### src/hdl/tflc_pkg.sv
// Shared types and constants for the tank fill level controller.
package tflc_pkg;

  localparam int unsigned DIST_W  = 16;
  localparam int unsigned SUM_W   = 20;
  localparam int unsigned CNT_W   = 4;

  localparam logic [DIST_W-1:0] CORR_KNEE = 16'd500;
  localparam logic [DIST_W-1:0] CORR_LOW  = 16'd35;
  localparam logic [DIST_W-1:0] OFS_NEAR  = 16'd35;
  localparam logic [DIST_W-1:0] OFS_FAR   = 16'd15;

  typedef enum logic [1:0] {
    CMD_SAMPLE    = 2'd0,
    CMD_START_CAL = 2'd1,
    CMD_START_FILL= 2'd2,
    CMD_ESTOP     = 2'd3
  } cmd_e;

  typedef enum logic [3:0] {
    ST_IDLE        = 4'd0,
    ST_CALIBRATING = 4'd1,
    ST_CAL_DONE    = 4'd2,
    ST_CAL_FAILED  = 4'd3,
    ST_FILLING     = 4'd4,
    ST_REACHED     = 4'd5,
    ST_UNCAL       = 4'd6,
    ST_TOO_HIGH    = 4'd7,
    ST_SENSOR_LOST = 4'd8,
    ST_ESTOP       = 4'd9
  } status_e;

endpackage

### src/hdl/tflc_div.sv
// Restoring divider, one quotient bit per cycle, for the calibration average.
module tflc_div (
  input  logic                           clk_i,
  input  logic                           rst_ni,
  input  logic                           start_i,
  input  logic [tflc_pkg::SUM_W-1:0]     dividend_i,
  input  logic [tflc_pkg::CNT_W-1:0]     divisor_i,
  output logic                           done_o,
  output logic [tflc_pkg::SUM_W-1:0]     quotient_o
);

  localparam int unsigned STEP_W = $clog2(tflc_pkg::SUM_W);

  logic                          busy_q, busy_d;
  logic                          done_q, done_d;
  logic [STEP_W-1:0]             step_q, step_d;
  logic [tflc_pkg::CNT_W-1:0]    rem_q, rem_d;
  logic [tflc_pkg::SUM_W-1:0]    quo_q, quo_d;
  logic [tflc_pkg::CNT_W-1:0]    div_q, div_d;
  logic [tflc_pkg::CNT_W:0]      trial;
  logic                          fits;

  assign trial = {rem_q, quo_q[tflc_pkg::SUM_W-1]};
  assign fits  = trial >= {1'b0, div_q};

  always_comb begin
    busy_d = busy_q;
    done_d = 1'b0;
    step_d = step_q;
    rem_d  = rem_q;
    quo_d  = quo_q;
    div_d  = div_q;
    if (start_i) begin
      busy_d = 1'b1;
      step_d = STEP_W'(tflc_pkg::SUM_W - 1);
      rem_d  = '0;
      quo_d  = dividend_i;
      div_d  = divisor_i;
    end else if (busy_q) begin
      rem_d = fits ? tflc_pkg::CNT_W'(trial - {1'b0, div_q}) : trial[tflc_pkg::CNT_W-1:0];
      quo_d = {quo_q[tflc_pkg::SUM_W-2:0], fits};
      if (step_q == '0) begin
        busy_d = 1'b0;
        done_d = 1'b1;
      end else begin
        step_d = step_q - 1'b1;
      end
    end
  end

  always_ff @(posedge clk_i or negedge rst_ni) begin
    if (!rst_ni) begin
      busy_q <= 1'b0;
      done_q <= 1'b0;
      step_q <= '0;
      rem_q  <= '0;
      quo_q  <= '0;
      div_q  <= '0;
    end else begin
      busy_q <= busy_d;
      done_q <= done_d;
      step_q <= step_d;
      rem_q  <= rem_d;
      quo_q  <= quo_d;
      div_q  <= div_d;
    end
  end

  assign done_o     = done_q;
  assign quotient_o = quo_q;

endmodule

### src/hdl/tank_fill_level_controller_core.sv
// Tank fill level controller: command sequencer, level compare and calibration average.
// Flow: input word registered, executed, then result word loaded into the output registers;
// a calibration that ends with valid samples waits for the bit-serial divider (20 steps).
// A new word is accepted only once the result word is loaded, which stalls on out_ready_i.
// Reset: asynchronous, active low; idle, pump off, stored distance and target cleared.
module tank_fill_level_controller_core #(
  parameter int unsigned SAMPLE_COUNT = 10
) (
  input  logic        clk_i,
  input  logic        rst_ni,
  input  logic        in_valid_i,
  output logic        in_ready_o,
  input  logic [1:0]  cmd_i,
  input  logic [15:0] distance_i,
  input  logic        timed_out_i,
  input  logic        read_error_i,
  output logic        out_valid_o,
  input  logic        out_ready_i,
  output logic        pump_on_o,
  output logic [15:0] level_o,
  output logic [15:0] zero_distance_o,
  output logic [3:0]  status_o,
  input  logic        cfg_valid_i,
  output logic        cfg_ready_o,
  input  logic [15:0] cfg_target_level_i
);

  localparam int unsigned DW = tflc_pkg::DIST_W;
  localparam int unsigned SW = tflc_pkg::SUM_W;
  localparam int unsigned CW = tflc_pkg::CNT_W;

  typedef enum logic [1:0] {S_IDLE, S_EXEC, S_DIV, S_DONE} state_e;
  typedef enum logic [1:0] {M_IDLE, M_CAL, M_FILL} mode_e;

  state_e              state_q, state_d;
  mode_e               mode_q, mode_d;
  tflc_pkg::cmd_e      cmd_q, cmd_d;
  logic [DW-1:0]       dist_q, dist_d;
  logic                tout_q, tout_d;
  logic                rerr_q, rerr_d;
  logic [DW-1:0]       zero_q, zero_d;
  logic [SW-1:0]       sum_q, sum_d;
  logic [CW-1:0]       slots_q, slots_d;
  logic [CW-1:0]       vcnt_q, vcnt_d;
  logic                pump_q, pump_d;
  logic [DW-1:0]       target_q;
  logic [DW-1:0]       level_q, level_d;
  tflc_pkg::status_e   status_q, status_d;
  logic                ovalid_q, ovalid_d;
  logic                opump_q, opump_d;
  logic [DW-1:0]       olevel_q, olevel_d;
  logic [DW-1:0]       ozero_q, ozero_d;
  tflc_pkg::status_e   ostatus_q, ostatus_d;

  logic [DW-1:0]       corr;
  logic                div_start;
  logic                div_done;
  logic [SW-1:0]       div_quo;

  always_comb begin
    if (dist_q > tflc_pkg::CORR_KNEE) begin
      corr = dist_q - tflc_pkg::OFS_FAR;
    end else if (dist_q > tflc_pkg::CORR_LOW) begin
      corr = dist_q - tflc_pkg::OFS_NEAR;
    end else begin
      corr = dist_q;
    end
  end

  always_comb begin
    state_d   = state_q;
    mode_d    = mode_q;
    cmd_d     = cmd_q;
    dist_d    = dist_q;
    tout_d    = tout_q;
    rerr_d    = rerr_q;
    zero_d    = zero_q;
    sum_d     = sum_q;
    slots_d   = slots_q;
    vcnt_d    = vcnt_q;
    pump_d    = pump_q;
    level_d   = level_q;
    status_d  = status_q;
    div_start = 1'b0;
    ovalid_d  = ovalid_q & ~out_ready_i;
    opump_d   = opump_q;
    olevel_d  = olevel_q;
    ozero_d   = ozero_q;
    ostatus_d = ostatus_q;
    case (state_q)
      S_IDLE: begin
        if (in_valid_i) begin
          cmd_d   = tflc_pkg::cmd_e'(cmd_i);
          dist_d  = distance_i;
          tout_d  = timed_out_i;
          rerr_d  = read_error_i;
          state_d = S_EXEC;
        end
      end
      S_EXEC: begin
        logic finish;
        finish   = 1'b0;
        level_d  = '0;
        status_d = tflc_pkg::ST_IDLE;
        state_d  = S_DONE;
        if (cmd_q == tflc_pkg::CMD_ESTOP) begin
          if (mode_q == M_CAL) begin
            finish = 1'b1;
          end else begin
            mode_d   = M_IDLE;
            pump_d   = 1'b0;
            status_d = tflc_pkg::ST_ESTOP;
          end
        end else begin
          case (mode_q)
            M_CAL: begin
              status_d = tflc_pkg::ST_CALIBRATING;
              if (cmd_q == tflc_pkg::CMD_SAMPLE) begin
                if (!rerr_q && !tout_q) begin
                  sum_d  = sum_q + SW'(corr);
                  vcnt_d = vcnt_q + 1'b1;
                end
                slots_d = slots_q + 1'b1;
                if (slots_d >= CW'(SAMPLE_COUNT)) begin
                  finish = 1'b1;
                end
              end
            end
            M_FILL: begin
              status_d = tflc_pkg::ST_FILLING;
              if (cmd_q == tflc_pkg::CMD_SAMPLE) begin
                if (rerr_q) begin
                  mode_d   = M_IDLE;
                  pump_d   = 1'b0;
                  status_d = tflc_pkg::ST_SENSOR_LOST;
                end else if (!tout_q) begin
                  level_d = (zero_q > corr) ? zero_q - corr : '0;
                  if (level_d >= target_q) begin
                    mode_d   = M_IDLE;
                    pump_d   = 1'b0;
                    status_d = tflc_pkg::ST_REACHED;
                  end
                end
              end
            end
            default: begin
              if (cmd_q == tflc_pkg::CMD_START_CAL) begin
                mode_d   = M_CAL;
                pump_d   = 1'b0;
                sum_d    = '0;
                slots_d  = '0;
                vcnt_d   = '0;
                status_d = tflc_pkg::ST_CALIBRATING;
              end else if (cmd_q == tflc_pkg::CMD_START_FILL) begin
                if (zero_q == '0) begin
                  status_d = tflc_pkg::ST_UNCAL;
                end else if (target_q > zero_q) begin
                  status_d = tflc_pkg::ST_TOO_HIGH;
                end else begin
                  mode_d   = M_FILL;
                  pump_d   = 1'b1;
                  status_d = tflc_pkg::ST_FILLING;
                end
              end
            end
          endcase
        end
        if (finish) begin
          mode_d = M_IDLE;
          pump_d = 1'b0;
          if (vcnt_d == '0) begin
            zero_d   = '0;
            status_d = tflc_pkg::ST_CAL_FAILED;
          end else begin
            div_start = 1'b1;
            state_d   = S_DIV;
          end
        end
      end
      S_DIV: begin
        if (div_done) begin
          zero_d   = div_quo[DW-1:0];
          status_d = tflc_pkg::ST_CAL_DONE;
          state_d  = S_DONE;
        end
      end
      S_DONE: begin
        if (!ovalid_q || out_ready_i) begin
          ovalid_d  = 1'b1;
          opump_d   = pump_q;
          olevel_d  = level_q;
          ozero_d   = zero_q;
          ostatus_d = status_q;
          state_d   = S_IDLE;
        end
      end
      default: begin
        state_d = S_IDLE;
      end
    endcase
  end

  tflc_div u_div (
    .clk_i      (clk_i),
    .rst_ni     (rst_ni),
    .start_i    (div_start),
    .dividend_i (sum_d),
    .divisor_i  (vcnt_d),
    .done_o     (div_done),
    .quotient_o (div_quo)
  );

  always_ff @(posedge clk_i or negedge rst_ni) begin
    if (!rst_ni) begin
      state_q   <= S_IDLE;
      mode_q    <= M_IDLE;
      cmd_q     <= tflc_pkg::CMD_SAMPLE;
      dist_q    <= '0;
      tout_q    <= 1'b0;
      rerr_q    <= 1'b0;
      zero_q    <= '0;
      sum_q     <= '0;
      slots_q   <= '0;
      vcnt_q    <= '0;
      pump_q    <= 1'b0;
      target_q  <= '0;
      level_q   <= '0;
      status_q  <= tflc_pkg::ST_IDLE;
      ovalid_q  <= 1'b0;
      opump_q   <= 1'b0;
      olevel_q  <= '0;
      ozero_q   <= '0;
      ostatus_q <= tflc_pkg::ST_IDLE;
    end else begin
      state_q   <= state_d;
      mode_q    <= mode_d;
      cmd_q     <= cmd_d;
      dist_q    <= dist_d;
      tout_q    <= tout_d;
      rerr_q    <= rerr_d;
      zero_q    <= zero_d;
      sum_q     <= sum_d;
      slots_q   <= slots_d;
      vcnt_q    <= vcnt_d;
      pump_q    <= pump_d;
      level_q   <= level_d;
      status_q  <= status_d;
      ovalid_q  <= ovalid_d;
      opump_q   <= opump_d;
      olevel_q  <= olevel_d;
      ozero_q   <= ozero_d;
      ostatus_q <= ostatus_d;
      if (cfg_valid_i) begin
        target_q <= cfg_target_level_i;
      end
    end
  end

  assign in_ready_o      = (state_q == S_IDLE);
  assign cfg_ready_o     = 1'b1;
  assign out_valid_o     = ovalid_q;
  assign pump_on_o       = opump_q;
  assign level_o         = olevel_q;
  assign zero_distance_o = ozero_q;
  assign status_o        = ostatus_q;

endmodule

### config.mk
export PLATFORM = sky130hd
export DESIGN_NAME = tank_fill_level_controller_core
export DESIGN_NICKNAME = d
export VERILOG_FILES = /design/src/hdl/tflc_pkg.sv /design/src/hdl/tflc_div.sv /design/src/hdl/tank_fill_level_controller_core.sv
export SDC_FILE = /design/constraint.sdc
export NUM_CORES = 1
export LEC_CHECK = 0
export ABC_AREA = 1
export BUFFER_PORTS_ARGS = -buffer_cell sky130_fd_sc_hd__buf_2
export CAP_MARGIN = 20
export CORE_MARGIN = 3
export CORE_UTILIZATION = 50
export CTS_CLUSTER_SIZE = 8
export DETAILED_ROUTE_END_ITERATION = 10
export GPL_TIMING_DRIVEN = 1
export PLACE_DENSITY = 0.71
export SLEW_MARGIN = 20
export SYNTH_ARGS = -nofsm -noshare
export SYNTH_HDL_FRONTEND = slang
export SYNTH_SLANG_ARGS = --single-unit
export TNS_END_PERCENT = 5
### constraint.sdc
create_clock -name clk_i -period 4.16 [get_ports clk_i]
set_clock_uncertainty 0.05 [all_clocks]
set_input_delay 0.208 -clock clk_i [delete_from_list [all_inputs] [get_ports clk_i]]
set_output_delay 0.208 -clock clk_i [all_outputs]
set_load 0.05 [all_outputs]
* Word level (Yosys, flattened, before mapping)
Index checks and enable logic that the tools add are counted.
** Storage, ports and cells
- Flip-flop bits (word level) :: 178
- Input bits :: 41
- Output and inout port bits :: 40
- Logic and storage cells :: 185
** Cells by class
- Add/sub/neg operators :: 8
- $lt $le $gt $ge :: 7
- Equality and inequality tests :: 21
- Muxes and demuxes :: 98
- Bitwise gates (word level) :: 4
- Reduce and logical (&&, ||, !) cells :: 22
** Operator list (number)
- 16-bit two-way mux :: 11
- 20-bit two-way mux :: 7
- 4-bit two-way mux :: 18
- 20-bit case mux with 2 select lines :: 1
- 16-bit > comparator :: 2
- 1-bit two-way mux :: 32
- 2-bit two-way mux :: 16
- 16-bit case mux with 2 select lines :: 1
- 4-bit case mux with 2 select lines :: 4
- 20-bit by 16-bit adder with 20-bit output :: 1
- 16-bit greater-or-equal comparator :: 1
- 16-bit by 6-bit > comparator with 1-bit output (second input constant) :: 1
- 16-bit by 9-bit > comparator with 1-bit output (second input constant) :: 1
- 16-bit zero test :: 1
- 16-bit subtractor :: 1
- 16-bit by 4-bit subtractor with 16-bit output (second input constant) :: 1
- 16-bit by 6-bit subtractor with 16-bit output (second input constant) :: 1
- 5-bit two-way mux :: 3
- 2-bit equality test (second input constant) :: 5
- 2-bit inequality test (second input constant) :: 5
- 5-bit by 3-bit inequality test with 1-bit output (second input constant) :: 2
- 5-bit inequality test (second input constant) :: 2
- 4-bit by 1-bit adder with 4-bit output (second input constant) :: 2
- 2-bit case mux with 4 select lines :: 1
- other kinds (25) :: 40

* Longest topological paths before layout
Gate-level depths: netlist of the first run.
- Depth in word-level cells :: 15
- Depth in mapped cells :: 36
- Mapped depth without buffers :: 35

* Cells and area by module
A second synthesis of the first run with hierarchy kept.
** Second synthesis, totals
- Cells, all modules :: 1522
- Area total of the unflattened synthesis :: 11690.0 sq um
** By module, submodules not included
- tank_fill_level_controller_core :: times used 1, cells each 1331, area an instance 9929.5 sq um, seq. area each 3553.4 sq um
- tflc_div :: times used 1, cells each 191, area an instance 1760.4 sq um, seq. area each 875.8 sq um

* Least setup slack after synthesis of the first run
No wires, ideal clock.
- Path kind :: register -> register
- Start :: reg dist_q[9]
- End :: reg mode_q[0]
- Library setup time :: 0.126 ns
- Arrival time :: 3.936 ns
- Data required time :: 3.984 ns
- Setup slack :: 0.048 ns
- Stages on the path, launching flop included :: 27
- Path buffers :: 0
- Period minus slack after synthesis :: 4.112 ns
- Cells stage by stage :: dfrtp_1 -> nor2_1 -> nand2_1 -> nor3_1 -> nand2_2 -> o21ai_0 -> inv_1 -> fa_1 -> o21ai_0 -> a21oi_1 -> inv_1 -> nand2_1 -> nand3_1 -> nand2_1 -> or2_2 -> inv_1 -> ha_1 -> a21oi_1 -> o21ai_0 -> nand2_1 -> nand2_1 -> nand2_1 -> nand3_1 -> nand2_1 -> nand3_1 -> nand3_1 -> o21ai_0
** Between the ends
- Longest elaborated chain between the ends :: 8
- Elaborated cells between the ends (all ways) :: 12
- Classes of those cells :: 3 x add/sub; 4 x order compare; 1 x eq/ne; 3 x mux; 1 x reduce/logical
** Ends and longest elaborated chain
- start: declaration :: line tank_fill_level_controller_core.sv:38 : logic [DW-1:0] dist_q, dist_d;
- start signal: assignment :: line tank_fill_level_controller_core.sv:238 : dist_q <= dist_d;
- 16-bit by 6-bit subtractor with 16-bit output or 16-bit by 6-bit > comparator with 1-bit output (tied branches) :: line tank_fill_level_controller_core.sv:64, tank_fill_level_controller_core.sv:63
- 16-bit two-way mux :: line tank_fill_level_controller_core.sv:63 : end else if (dist_q > tflc_pkg::CORR_LOW) begin
- 16-bit two-way mux * :: line tank_fill_level_controller_core.sv:61 : if (dist_q > tflc_pkg::CORR_KNEE) begin
- 16-bit subtractor or 16-bit > comparator (tied branches) :: line tank_fill_level_controller_core.sv:137 : level_d = (zero_q > corr) ? zero_q - corr : '0;
- 16-bit two-way mux * :: line tank_fill_level_controller_core.sv:137
- 16-bit greater-or-equal comparator * :: line tank_fill_level_controller_core.sv:138 : if (level_d >= target_q) begin
- 5-bit inequality test (no line) *
- 8-bit AND reduction (no line) *
- end signal: assignment :: line tank_fill_level_controller_core.sv:236 : mode_q <= mode_d;
- end: declaration :: line tank_fill_level_controller_core.sv:36 : mode_e mode_q, mode_d;
Mark *: on every way between the ends. The rest lies on a longest branch, timed or not.
A chain may end at the register's enable or synchronous reset.

* Final worst setup path of the first run
- Start :: reg dist_q[1]
- End :: reg mode_q[1]
The elaborated chain is that of the path after synthesis.

==> metrics, run 1 <==
Clock transition at path regs=0.08 ns; I/O Buffers=79; CTS tree=built; clock sinks=177; Synth Warn #=0; Overall Power=8.108 mW; number of global-route vias before repair=10.75k; Synth Cell Area=11560 um2; WL/cell=16.63 um; setup ws final=-0.2957 ns; Yosys top cell area share=0.3831; GRT overflow=0; most frequent cell after synthesis=nand2_1; die area=24980 um2; Max-Cap Viols=0; Syn Inst Count=1552; Reg area=4429 um2; Worst Tran Pin Value=0.7552 ns; failing checks=negative setup slack; Synth Register Bits=177; final std cells w/o fill=2089; Bufs on Longest Clock Path=2; Worst path most repeated cell=nand2_1; unrepaired setup endpoints after global routing=yes; worst relative slew slack=0.4965; Final #Nets=1922; Critical Path AT=4.74 ns; synth cell count leaders=417 x nand2_1, 196 x inv_1, 177 x dfrtp_1; minimum clock period=4.456 ns; Area Growth Syn to Fin=27.58%; DRC viols=0; Initial Utilization=0.5091; initial antenna violation count=0; Die Y=158.1 um; Chip Width=158.1 um; io pins=81; EDFF count, synth=0; Synth area leader=dfrtp_1; Post-DRT Antenna Nets=0; Synth Flop Type=dfrtp_1; placed inst area=13050 um2; CTS root buf=clkbuf_16; Crit path largest cell delay=0.38 ns; fin area=14750 um2; Filler cells=1911; H-tree depth=4; post-route setup TNS=-0.8784 ns; count of pins over their slew limit=0; Pleak=7.629 nW; Power Density=549.8 nW/um2; Syn Area/Cell=7.449 um2; Synth cell types=52; crit path max-delay cell type=dfrtp_1; multi-input logic area=6675 um2; detailed-route via count=11.31k; placed cell count=2003; iteration count of the initial detailed-routing pass=5; later-pin clock latency in the skew report=0.44 ns; Final Hold Violating Endpoints=0; Setup violations, final=3; Syn Nets=1683; post-DP HPWL=25150 um; CTS Buf Count=17; Crit. End Element=register; share of layout cells above drive strength 1=0.2273; placer congestion estimate=0.9799; crit-path max FO=8; asr flop ratio synth=1.000; CP required=4.44 ns; DRT Wirelength=34740 um; outcome=finished with violations; antenna fix cells=0; Peak VDD IR=336.0 uV; row cnt=55; Worst Hold Class=in2reg; f_max=224.4 MHz; post-synthesis sequential area ratio=0.3831; Critical Path Start Type=register; Synth area leaders=dfrtp_1 38%, nand2_1 14%, ha_1 9.4%; vias per cell=5.415; largest net degree at the start of global routing=80; total track usage=0.2696; worst setup path class=reg2reg; Core ar.=22710 um2; Final period util=1.071; global-route wire length before repair=53500 um; initial DRC count=955
==> through the flow <==
stage	utilization	hold slack, ns	setup WS [ns]
detailed placement	0.5744	0.2227	-0.4973
global placement	0.5744	0.2175	-0.4700
floorplan	-	-0.1376	0.04779
finish	0.6495	0.007336	-0.2957
global route	0.6495	0.007565	-0.5399
CTS	0.6338	0.0005082	-0.1327
==> timing repair <==
action,CTS,global route
pin swaps,35,39
endpoints found under the hold margin,105,0
hold buffers,34,0
buffers inserted,13,9
setup endpoints to repair,3,3
resized for setup,79,59
==> cell usage in the layout (no fill, tap or decap), types with 15 or more instances in the layout <==
master           n
inv_1          189
nor2_1         110
buf_2           78
dfrtp_1        177
nand2_1        409
a21oi_1         66
dlygate4sd3_1   34
nor2_2          16
nand4_1         21
nand3_1        102
ha_1            76
buf_4          141
clkbuf_16       17
o21ai_0        120
nand3_2         17
o21ai_1         15
==> routing by layer <==
layer,part of all wire,routed length [um],track usage,vias up
li1,-,-,-,5508
met1,0.42,14660,0.3440,5367
met2,0.49,17150,0.4747,366
met3,0.049,1719,0.03773,71
met4,0.035,1212,0.08521,0
met5,0,0,0,-
==> final cells by class <==
class,instances,area share
Sequential cell,177,0.3003
Clock inverter,15,0.01383
Multi-Input combinational cell,1128,0.4526
Inverter,208,0.05378
Clock buffer,17,0.02884
Tap cell,285,0.02418
Timing Repair Buffer,259,0.1265
==> registers in the layout (all words and copies together) (netlist names), 5 cells and up <==
register / cells
sum_q: 20
u_div.quotient_o: 20
dist_q: 16
level_o: 16
level_q: 16
target_q: 16
zero_distance_o: 16
zero_q: 16
u_div.step_q: 5
==> report_power, final <==
part	leakage, nW	switching (mW)	internal (mW)
combinational	4.97	2.67	1.67
sequential	2.35	0.160	1.93
clock	0.301	0.848	0.829
==> final timing paths <==
path / startpoint / end / slack, ns / depth (start not counted)
setup / recovery: dist_q[1] / mode_q[1] / -0.30 / 28
hold / removal: cfg_target_level_i[3] / target_q[3] / 0.007 / 3
setup reg to reg: dist_q[1] / mode_q[1] / -0.30 / 28
hold reg to reg: level_o[15] / level_o[15] / 0.43 / 2
max in group asynchronous: rst_ni / status_o[1] / 2.91 / 3
min in group asynchronous: rst_ni / dist_q[3] / 0.27 / 2
==> logic make-up after synthesis <==
logic type      after synthesis  share of synthesized area
simple gates                745                     0.2787
compound gates              253                     0.1193
buf+inv                     247                    0.08831
flops                       177                     0.3831
fa+ha+maj                    90                    0.09935
xor+xnor                     32                    0.02424
mux                           7                   0.006710
other cells                   1                  0.0003244
==> critical path, delay by kind of cell, from the launching register on <==
| family | cells | cell delay, ns |
|---|---|---|
| adder cells (fa/ha/maj) | 3 | 0.80 |
| flip-flops | 1 | 0.38 |
| AND/OR/NAND/NOR | 15 | 1.60 |
| AO/OA/AOI/OAI | 5 | 0.81 |
| buffers and inverters | 3 | 0.32 |
| XOR/XNOR | 2 | 0.39 |
No activity file was read; power rests on OpenSTA's default activity.
==> inputs of run 2 (changes only) <==
CORE_ASPECT_RATIO = 0.75   (was default)
REMOVE_ABC_BUFFERS = 1   (was default)
==> run 2 against run 1 <==
Effect of this change: the flow still finishes with violations (negative setup slack); setup slack hardly changed; cell count about the same; non-clock buffer count down 9; critical path depth is 4 higher; first-iteration DRC count is 7.4% lower; count of clock-buffer cells in the layout up 1; combinational power down 4.6%.
==> metrics, run 2 (same netlist as run 1, synthesis figures left out) <==
later-pin clock latency in the skew report=0.44 ns; most frequent cells in the layout=408 x nand2_1, 191 x inv_1, 177 x dfrtp_1; Clock transition at path regs=0.07 ns; number of global-route vias before repair=10.48k; Power Density=541.8 nW/um2; Chip Width=181.6 um; Sw Pwr=3.491 mW; Core ar.=22410 um2; clock share of power=0.205; die area=25000 um2; minimum clock period=4.456 ns; Setup violations, final=3; count of pins over their slew limit=0; Die Y=137.7 um; final std cells w/o fill=2088; most common cell after layout, fill and taps aside=nand2_1; final core utilization=0.6456; global-route wire length before repair=53270 um; Sequential Power Share=0.266; Worst Tran Pin Value=1.002 ns; H-tree depth=4; Worst R2R Path Depth=32; Pleak=7.566 nW; CTS tree=built; iteration count of the initial detailed-routing pass=5; CTS Buf Count=17; Max-Cap Viols=0; outcome=finished with violations; WL/cell=16.04 um; crit-path max FO=5; I/O Buffers=79; Initial Utilization=0.5160; Peak VDD IR=478.1 uV; Critical Path AT=4.74 ns; Final #Nets=1913; Area Growth Syn to Fin=25.11%; GRT overflow=0; DRT Wirelength=33490 um; Crit path largest cell delay=0.38 ns; Crit. End Element=register; crit path max-delay cell type=dfrtp_1; detailed-route via count=11.07k; initial DRC count=884; CTS root buf=clkbuf_16; row cnt=47; Final Hold Violating Endpoints=0; post-DP HPWL=24630 um; f_max=224.4 MHz; total track usage=0.2664; combinational fraction of design power=0.528; io pins=81; Filler cells=1956; unrepaired setup endpoints after global routing=yes; placer congestion estimate=0.9589; vias per cell=5.300; Worst path most repeated cell=nand3_2; Hold Path Depth=3; largest net degree at the start of global routing=93; clock sinks=177; Overall Power=7.836 mW; Worst Hold Class=in2reg; Post-DRT Antenna Nets=0; P_int=4.346 mW; worst setup path class=reg2reg; failing checks=negative setup slack; tightest hold margin=0.02176 ns; worst relative slew slack=0.3303; CP required=4.44 ns; placed cell count=2011; Bufs on Longest Clock Path=2; antenna fix cells=0; DRC viols=0; share of layout cells above drive strength 1=0.2140; Critical Path Start Type=register; initial antenna violation count=0; setup ws final=-0.2955 ns; Final period util=1.071; switch share=0.4454
-- run 2: power groups by stage --
stage | Sequential, mW | Clock, mW | Combinational, mW
4_1_cts | 2.09 | 1.62 | 4.00
3_5_place_dp | 2.11 | 0 | 3.74
5_1_grt | 2.11 | 1.70 | 4.54
6_report | 2.09 | 1.61 | 4.14
3_3_place_gp | 2.10 | 0 | 3.70
2_1_floorplan | 2.21 | 0 | 2.12
-- run 2: area by class of cell --
class	count	area, um2	share of cell area
Multi-Input combinational cell	1128	6514	0.4503
Inverter	208	785.8	0.05433
Timing Repair Buffer	250	1793	0.1240
Sequential cell	177	4429	0.3062
Clock buffer	18	429.2	0.02967
Tap cell	294	367.9	0.02543
Clock inverter	13	145.1	0.01003
-- run 2: what timing repair did --
action                     in CTS  in global routing
resized for setup              83                 20
hold endpoints to repair      116                  0
pin swaps                      46                 25
hold buffers                   32                  0
setup endpoints to repair       3                  3
buffers inserted               10                  4
cloned                          0                  0
-- run 2: stage by stage --
stage	setup TNS (ns)	area (um2)	setup WS, ns
after CTS	-0.3407	14340	-0.1203
final	-0.8492	14460	-0.2955
after global placement	-1.109	13050	-0.3797
after detailed placement	-1.735	13050	-0.6162
after floorplan	-0.3441	11330	-0.1155
after global routing	-1.622	14460	-0.5567
-- run 2: path summary, 6_finish.rpt --
kind	startpoint	endpoint	slack (ns)
worst max register to register	dist_q[13]	mode_q[1]	-0.30
worst max-delay path	dist_q[13]	mode_q[1]	-0.30
max in group asynchronous	rst_ni	u_div.rem_q[0]	2.74
worst min register to register	zero_distance_o[10]	zero_distance_o[10]	0.43
min in group asynchronous	rst_ni	dist_q[15]	0.36
worst min-delay path	distance_i[14]	dist_q[14]	0.02
-- run 2: routing by layer --
layer | wire [um] | vias to the layer above | GRT usage
met4 | 611 | 0 | 0.06808
met3 | 1970 | 59 | 0.04091
met2 | 15050 | 322 | 0.4228
met1 | 15860 | 5214 | 0.3844
met5 | 0 | - | 0
li1 | - | 5472 | -
-- run 2: critical path, delay by kind of cell (launching register included) --
kind / cells / cell delay [ns]
xor+xnor: 2 / 0.34
buf+inv: 5 / 0.52
simple gates: 16 / 1.70
compound gates: 7 / 0.75
fa+ha+maj: 2 / 0.59
flops: 1 / 0.38
==> inputs of run 3 (changes only) <==
CORE_UTILIZATION = 56   (was 50)
HOLD_SLACK_MARGIN = 0.12   (was default)
PLACE_DENSITY = 0.78   (was 0.71)
==> run 3 against run 2 <==
Effect of this change: the run still ends with negative setup slack left; first-iteration DRC count rose by 23%; count of clock-buffer cells in the layout rose by 1; cell count fell by 1.4%; clock power rose by 4%; non-clock buffer count rose by 11; sequential cell count did not move; maximum frequency fell by 2.6%; worst hold slack improved by 0.20 ns; register-to-register slack got worse by 0.12 ns; via count rose by 3.2%; sequential share of layout area fell by 0.82 points.
==> metrics, run 3 (same netlist as run 1, synthesis figures left out) <==
crit-path max FO=4; WL/cell=16.88 um; CTS tree=built; row cnt=44; Power Density=548.5 nW/um2; final std cells w/o fill=2059; Clock transition at path regs=0.07 ns; Max-Cap Viols=0; placer congestion estimate=1.003; Bufs on Longest Clock Path=2; Final period util=1.100; Setup violations, final=3; Initial Utilization=0.5833; unrepaired setup endpoints after global routing=yes; later-pin clock latency in the skew report=0.46 ns; Peak VDD IR=467.9 uV; setup ws final=-0.4140 ns; Filler cells=1486; worst relative slew slack=0.3281; CTS root buf=clkbuf_16; post-DP HPWL=24780 um; most frequent cells in the layout=398 x nand2_1, 188 x inv_1, 177 x dfrtp_1; Worst Hold Class=in2reg; antenna fix cells=0; Final #Nets=1924; Final Hold Violating Endpoints=0; Crit. End Element=register; die area=22420 um2; outcome=finished with violations; worst setup path class=reg2reg; H-tree depth=4; iteration count of the initial detailed-routing pass=5; DRC viols=0; largest net degree at the start of global routing=105; Critical Path AT=4.89 ns; Crit path largest cell delay=0.41 ns; post-route setup TNS=-1.176 ns; vias per cell=5.549; f_max=218.6 MHz; CTS Buf Count=17; minimum clock period=4.574 ns; Worst Tran Pin Value=1.008 ns; initial antenna violation count=0; placed cell count=1969; initial DRC count=1091; io pins=81; multi-input logic area=6838 um2; I/O Buffers=79; Worst path most repeated cell=nand2_1; clock sinks=177; crit path max-delay cell type=dfrtp_1; Reg area=4429 um2; CP required=4.47 ns; failing checks=negative setup slack; Die Y=130.4 um; share of layout cells above drive strength 1=0.2364; count of pins over their slew limit=0; DRT Wirelength=34760 um; Chip Width=171.9 um; Post-DRT Antenna Nets=0; GRT overflow=0; Core ar.=19820 um2; total track usage=0.3089; most common cell after layout, fill and taps aside=nand2_1; number of global-route vias before repair=10.88k; Pleak=7.675 nW; Critical Path Start Type=register; detailed-route via count=11.43k; global-route wire length before repair=54480 um; reg-to-reg slack, setup=-0.41 ns; Area Growth Syn to Fin=28.56%
-- run 3: cell count changes in the layout (fill, tap and decap cells not counted), sizes merged --
cell,delta
clkbuf,+1
dlygate4sd3,+6
clkinv,-1
bufinv,+1
buf,+5
-- run 3: cell type report --
cell class / instances / share of cell area
clock buffer: 19 / 0.02913
multi-input combinational: 1128 / 0.4601
sequential: 177 / 0.2980
inverter: 208 / 0.05287
clock inverter: 13 / 0.01120
tap: 253 / 0.02130
timing repair buffer: 261 / 0.1275
-- run 3: final timing paths --
check	start	to	depth (start not counted)
setup / recovery	dist_q[1]	mode_q[0]	30
hold / removal	cfg_valid_i	target_q[12]	3
setup reg to reg	dist_q[1]	mode_q[0]	30
hold reg to reg	level_o[11]	level_o[11]	2
max in group asynchronous	rst_ni	status_o[0]	3
min in group asynchronous	rst_ni	dist_q[15]	2
-- run 3: metal layers --
| layer | wire [um] | part of all wire | vias up | GRT usage |
|---|---|---|---|---|
| li1 | - | - | 5505 | - |
| met1 | 15800 | 0.45 | 5417 | 0.4317 |
| met2 | 15980 | 0.46 | 424 | 0.4961 |
| met3 | 2271 | 0.065 | 80 | 0.06165 |
| met4 | 701 | 0.020 | 0 | 0.08541 |
| met5 | 0 | 0 | - | 0 |
-- run 3: critical path: cells and delay by family, from the launching register on --
kind                       cells  cell delay [ns]
buffers and inverters          5             0.64
adders and majority gates      2             0.52
DFF                            1             0.41
AOI/OAI and AO/OA              5             0.66
xor gates and xnor gates       1             0.20
and+or+nand+nor               17             2.01
-- run 3: what timing repair did --
action                                  CTS  global route
pin swaps                                34            45
resized for setup                        74            91
hold buffers                             38             0
gates cloned                              0             0
buffers inserted                         12             9
endpoints found under the setup margin    3             3
endpoints found under the hold margin   140             0
-- run 3: per-stage QoR --
stage / total power [mW] / hold slack (ns) / utilization / instance area [um2] / setup slack (ns)
final: 8.152 / 0.2176 / 0.7499 / 14860 / -0.4140
after global routing: 8.663 / 0.2480 / 0.7499 / 14860 / -0.6640
after CTS: 7.826 / 0.1851 / 0.7235 / 14340 / -0.1184
after detailed placement: 5.900 / 0.3444 / 0.6554 / 12990 / -0.6696
after global placement: 5.848 / 0.3309 / 0.6554 / 12990 / -0.5140
after floorplan: 4.325 / -0.1376 / - / 11330 / -0.1155
-- run 3: power by group --
group          switching (mW)  internal, mW  total [mW]
Sequential              0.162          1.93        2.09
Combinational            2.71          1.68        4.38
Clock                   0.766         0.912        1.68
